`config.mk`:
```
export PLATFORM = sky130hd
export DESIGN_NAME = dns_ctrl
export DESIGN_NICKNAME = d
export VERILOG_FILES = /design/src/hw/rtl/dns_pkg.sv /design/src/hw/rtl/dns_ctrl.sv
export SDC_FILE = /design/constraint.sdc
export NUM_CORES = 1
export LEC_CHECK = 0
export ABC_AREA = 1
export BUFFER_PORTS_ARGS = -buffer_cell sky130_fd_sc_hd__buf_2
export CORE_AREA = 2 2 39 41
export CTS_CLUSTER_DIAMETER = 120
export DETAILED_ROUTE_END_ITERATION = 16
export DIE_AREA = 0 0 41 43
export GPL_ROUTABILITY_DRIVEN = 0
export HOLD_SLACK_MARGIN = 0.02
export SETUP_SLACK_MARGIN = 0.4
export SLEW_MARGIN = 20
export SYNTH_ARGS = -nofsm -noshare
export SYNTH_HDL_FRONTEND = slang
export SYNTH_SLANG_ARGS = --single-unit
```
`constraint.sdc`:
```
create_clock -name clock -period 2.35 [get_ports clock]
set_input_delay 0.47 -clock clock [delete_from_list [all_inputs] [get_ports clock]]
set_output_delay 0.47 -clock clock [all_outputs]
set_load 0.05 [all_outputs]
```
`src/hw/rtl/dns_pkg.sv`:
```
`timescale 1ns / 1ps

package dns_pkg;

   // directory geometry
   localparam int MAX_ENTRIES = 2048;
   localparam int ADDR_W      = $clog2(MAX_ENTRIES);
   localparam int INDEX_W     = 11;
   localparam int COUNT_W     = 12;
   localparam int NAME_LEN    = 8;
   localparam int NAME_W      = 8 * NAME_LEN;

   // item function codes
   localparam logic FUNC_WRITE  = 1'b0;
   localparam logic FUNC_SEARCH = 1'b1;

   // name compare constants
   localparam logic [7:0] MARK_MASK  = 8'h7f;
   localparam logic [7:0] CHAR_LOW_A = 8'h61;
   localparam logic [7:0] CHAR_LOW_Z = 8'h7a;
   localparam logic [7:0] CASE_GAP   = 8'd32;

   // controller to datapath commands
   typedef struct packed {
      logic wr_en;
      logic start;
      logic scan;
      logic capture;
      logic load_out;
   } cmd_type;

   // datapath to controller status
   typedef struct packed {
      logic scan_done;
   } sts_type;

   // fold a-z to upper case
   function automatic logic [7:0] fold_upper(input logic [7:0] c);
      logic [7:0] r;
      r = c;
      if (c >= CHAR_LOW_A && c <= CHAR_LOW_Z) begin
         r = c - CASE_GAP;
      end
      return r;
   endfunction

   // compare stored name to query, stopping at the first zero query byte
   function automatic logic names_equal(input logic [NAME_W-1:0] stored,
                                        input logic [NAME_W-1:0] query);
      logic       eq;
      logic       stop;
      logic [7:0] s;
      logic [7:0] q;
      eq   = 1'b1;
      stop = 1'b0;
      for (int k = 0; k < NAME_LEN; k++) begin
         s = stored[8*k +: 8];
         q = query[8*k +: 8];
         if (k == 0) begin
            s = s & MARK_MASK;
         end
         s = fold_upper(s);
         q = fold_upper(q);
         if (!stop) begin
            if (s != q) begin
               eq   = 1'b0;
               stop = 1'b1;
            end else if (q == 8'h00) begin
               stop = 1'b1;
            end
         end
      end
      return eq;
   endfunction

endpackage

```
`src/hw/rtl/dns_ctrl.sv`:
```
`timescale 1ns / 1ps

module dns_ctrl (
   input  logic             clock,
   input  logic             reset,
   input  logic             req_valid,
   input  logic             req_func,
   output logic             req_ready,
   output logic             rsp_valid,
   input  logic             rsp_ready,
   output dns_pkg::cmd_type cmd,
   input  dns_pkg::sts_type sts
);

   localparam logic [1:0] ST_IDLE = 2'd0;
   localparam logic [1:0] ST_SCAN = 2'd1;
   localparam logic [1:0] ST_HOLD = 2'd2;

   logic [1:0] state_ff;
   logic [1:0] state_in;
   logic       rsp_valid_ff;
   logic       rsp_valid_in;
   logic       out_free;

   assign out_free  = !rsp_valid_ff || rsp_ready;
   assign req_ready = (state_ff == ST_IDLE);
   assign rsp_valid = rsp_valid_ff;

   // next state and commands
   always_comb begin
      state_in = state_ff;
      cmd      = '0;
      unique case (state_ff)
         ST_IDLE: begin
            if (req_valid) begin
               if (req_func == dns_pkg::FUNC_WRITE) begin
                  cmd.wr_en = 1'b1;
               end else begin
                  cmd.start = 1'b1;
                  state_in  = ST_SCAN;
               end
            end
         end
         ST_SCAN: begin
            cmd.scan = 1'b1;
            if (sts.scan_done) begin
               cmd.capture = 1'b1;
               state_in    = ST_HOLD;
            end
         end
         ST_HOLD: begin
            if (out_free) begin
               cmd.load_out = 1'b1;
               state_in     = ST_IDLE;
            end
         end
         default: begin
            state_in = ST_IDLE;
         end
      endcase
   end

   // result valid flag
   always_comb begin
      priority if (cmd.load_out) begin
         rsp_valid_in = 1'b1;
      end else if (rsp_ready) begin
         rsp_valid_in = 1'b0;
      end else begin
         rsp_valid_in = rsp_valid_ff;
      end
   end

   always_ff @(posedge clock) begin
      if (reset) begin
         state_ff     <= ST_IDLE;
         rsp_valid_ff <= 1'b0;
      end else begin
         state_ff     <= state_in;
         rsp_valid_ff <= rsp_valid_in;
      end
   end

endmodule

```
Yosys cells after proc, flatten, opt, wreduce, memory -nomap -nowiden

Cells that the tools add are included.

Input port bits: 6
Output and inout port bits: 7
Register bits: 3

Multiplexer cells: 15
Reduce and logical (&&, ||, !) cells: 5
Equality and inequality tests: 6

Operators with widths:

| kind                                           | number |
|---|---|
| two-way mux 2 bit                              | 7 |
| != test 2 bit (second input constant)          | 4 |
| two-way mux 1 bit                              | 7 |
| one-hot mux 2 bit (3 select lines)             | 1 |
| AND reduction 4 bit                            | 1 |
| == test 2 x 1 -> 1 bit (second input constant) | 1 |
| == test 2 bit (second input constant)          | 1 |
| logical NOT 2 bit                              | 1 |
| nonzero test 2 bit                             | 1 |
| logical NOT 1 bit                              | 1 |
| logical OR 1 bit                               | 1 |

Depth between registers and ports, before layout

Depth after elaboration: 5
Gate-level depth with buffers: 4
Depth with buffers taken out: 4

Worst setup path after synthesis

No wires, ideal clock.

Path type: register to output
Start: register state_ff[0]
End: output port cmd[4] (netlist name)
Setup slack: 0.028 ns
Path buffers: 0
Stages on the path, launching flop included: 4
Arrival: 1.852 ns
Required time: 1.880 ns
Cells stage by stage: dfxtp_1 nor2_1 nand2_1 nor2_1

RTL lines:

| item                   | line           | text |
|---|---|---|
| start, declared        | dns_ctrl.sv:19 | `logic [1:0] state_ff;` |
| start signal, assigned | dns_ctrl.sv:79 | `state_ff <= state_in;` |
| end, declared          | dns_ctrl.sv:11 | `output dns_pkg::cmd_type cmd,` |

==> run summary <==
The flow ran to the end, and the final reports show no timing, DRC or antenna violations. The total vias in the final route came out at ~200. The category of the most critical setup path is flop to primary output. STA puts the critical path data arrival time at about 1.2 ns. Derived from the worst setup path, the maximum achievable clock frequency is 0.5995 GHz.

Sorting the synthesized cells by area gives the leading types as dfxtp_1, nand2_1, inv_1, nor2_1, nor3_1. The min-delay analysis places its worst path in the category input pin to flop. The share of final-layout standard cells stronger than drive strength 1 came out at between 40% and 50%. The clock buffer count from CTS is 3. Setup repair after global routing left no endpoint under its margin.

The number of enable-type register cells in the synthesized netlist came out at 0. The biggest area contributor in the post-synthesis netlist is dfxtp_1. The net count of the mapped netlist came out at 33. The number of failing hold endpoints at the final stage came out at 0. The fill cell instance count of the final layout came out at ~170. The core area is 1384 um2. The endpoint type of the worst setup path is a primary output. The final number of max-transition violations came out at 0.

In this run the power density over the cells is around 750 nW/um2. The area of all sequential standard cells is between 60 and 70 um2. The first global-routing pass estimated 683 um of wire. The total die area came out at 1763 um2. The critical path launch point type is a flop. The mean post-synth cell area came out at 6.024 um2. The number of warnings printed during yosys synthesis came out at 0. The worst-margin pin slew came out at roughly 0.26 ns.

The sequential cell area fraction in the yosys report is a little under two fifths. The latest clock arrival within the worst-skew pair came out at around 0.23 ns. The wire length per cell after detailed routing is ~8 um. The ratio of final minimum period to clock period came out at just over 70%. The number of detailed-routing iterations run before antenna repair is 3. The quantity of hold-fixing buffers added after cts is 0. The maximum root-to-sink buffer count came out at 2.

The number of standard-cell rows in the floorplan is 14. Setup violations remaining at the end of the flow were counted as 0. The H-tree depth is 1. The top-level I/O count came out at 13. The antenna diode count is 0.

The via count of the first global-routing pass was 204. The number of different library cells in the post-synthesis netlist came out at 9. The global-route congestion overflow total came out at 0. The post-route minimum period is ~1.7 ns. The total track usage came out at 6.613%.

The area of all placed cells without fillers is between 200 and 300 um2. The flip-flop and latch count after synthesis came out at 3. The total half-perimeter wirelength after legalization and detailed placement came out at around 350 um. The count of cells resized by post-cts repair is 0. The number of antenna-violating nets in the routed design came out at 0. The footprint of the multi-input gates is 86.33 um2. The highest ir drop seen on vdd came out at 0.1167 mV. The synthesized netlist cell count is 27. In this run the static leakage power is about 0.16 nW. The number of antenna violations at the first check in global routing is 0. In this run the tightest slew margin relative to its limit is 82.49%. The TritonCTS sink count is 3. The height of the chip came out at 43 um. After synthesis, the most frequently instantiated cells are nand2_1, inv_1, nor2_1. The number of setup buffers added after CTS is 0. After synthesis, the share of flip-flops with an asynchronous set or reset is 0%. The largest fanout of any net on the critical path is 5. Using the TritonRoute via totals, the vias-per-cell ratio works out to about 3.4. The fraction of post-synthesis cell area in the top cell type by area came out at about 37%. The CTS tree is built. After clock tree synthesis, the clock-pin slew on the worst setup and hold paths is 0.04 ns. Across the run, the number of max-cap violations was 0.

In this run the clock root is driven by a clkbuf_4. The effective utilization at floorplan came out at a little under an eighth. The number of nets in the finished design is 49. The pin count of the biggest net entering global routing came out at 8.

For this run, design rule violations remaining after detail routing come to 0. The worst-case setup slack after placement is around 0.84 ns. From synthesis to final layout, the design area changed by 66.92%.

The total standard cell area after synthesis came out at about 160 um2. For the worst setup path, the data required time is roughly 1.9 ns. The number of DRC markers after the initial detailed-route iteration came out at 3. The sum of negative setup slack is 0 ns. The clock tree skew after final layout came out at between 0.003 and 0.004 ns. The width of the chip came out at just over 40 um. For this run, the leading register cell type out of synthesis is dfxtp_1. The post-placement cell area is about 250 um2.

The final wirelength is approximately 450 um. The most common cell in the netlist is nand2_1. The final setup slack of the worst path came out at 0.6820 ns. Buffers placed on the I/O ports in this run total 12.
==> critical path: stages, from the launching register on <==
cell	delay (ns)
dfxtp_1	0.36
inv_1	0.11
nor3_1	0.20
buf_2	0.29
==> power breakdown <==
part           internal, W  total (W)  switching (W)
clock network    0.0000637  0.0000916      0.0000279
logic            0.0000136  0.0000535      0.0000398
registers        0.0000537  0.0000577     0.00000393
==> placed cells by master (no fill, tap or decap), types with 2 or more instances in the layout <==
cell / instances
inv_1: 5
nand2_1: 8
nor2_2: 2
clkbuf_4: 3
buf_2: 12
nor2_1: 3
dfxtp_1: 3
==> final timing paths <==
| check | cells after the start | endpoint | from | slack, ns |
|---|---|---|---|---|
| min | 2 | state_ff[1]$_SDFFE_PP0P_ | reset | 0.41 |
| max reg2reg | 4 | state_ff[1]$_SDFFE_PP0P_ | state_ff[1]$_SDFFE_PP0P_ | 1.49 |
| max | 3 | cmd[0] | state_ff[1]$_SDFFE_PP0P_ | 0.68 |
| min reg2reg | 4 | state_ff[1]$_SDFFE_PP0P_ | rsp_valid$_SDFFE_PP0P_ | 0.55 |
==> state kept, by name, summed over array words and instances, names as in the netlist <==
name / count
rsp_valid: 1
state_ff: 2
==> metal layers <==
layer | global-route usage [%] | vias to the layer above | routed length (um)
li1 | - | 111 | -
met1 | 6.070 | 75 | 213
met2 | 8.125 | 10 | 173
met3 | 3.141 | 2 | 54
met4 | 10.00 | 0 | 12
met5 | 0 | - | 0
==> kinds of logic after synthesis <==
| group | after synthesis | synth area share [%] |
|---|---|---|
| and+or+nand+nor | 16 | 39.23 |
| buffers and inverters | 6 | 16.16 |
| DFF | 3 | 36.92 |
| AOI/OAI and AO/OA | 2 | 7.691 |
==> area by class of cell <==
type	count	share of cell area, %
multi-input cells	18	31.80
flip-flops and latches	3	22.12
repair buffers	12	22.12
clock buffers	4	9.677
well taps	16	7.373
inverters	5	6.912
==> metrics by stage <==
stage / cells / power [W] / hold WS [ns] / util (%)
after floorplan: 27 / 0.00009865 / 0.5391 / -
after global placement: 54 / 0.0001117 / 0.5515 / 17.72
after detailed placement: 54 / 0.0001124 / 0.5446 / 17.72
after CTS: 58 / 0.0002088 / 0.3997 / 19.62
after global routing: 58 / 0.0002157 / 0.4151 / 19.62
final: 58 / 0.0002027 / 0.4076 / 19.62
Power figures use the tool's default switching activity.
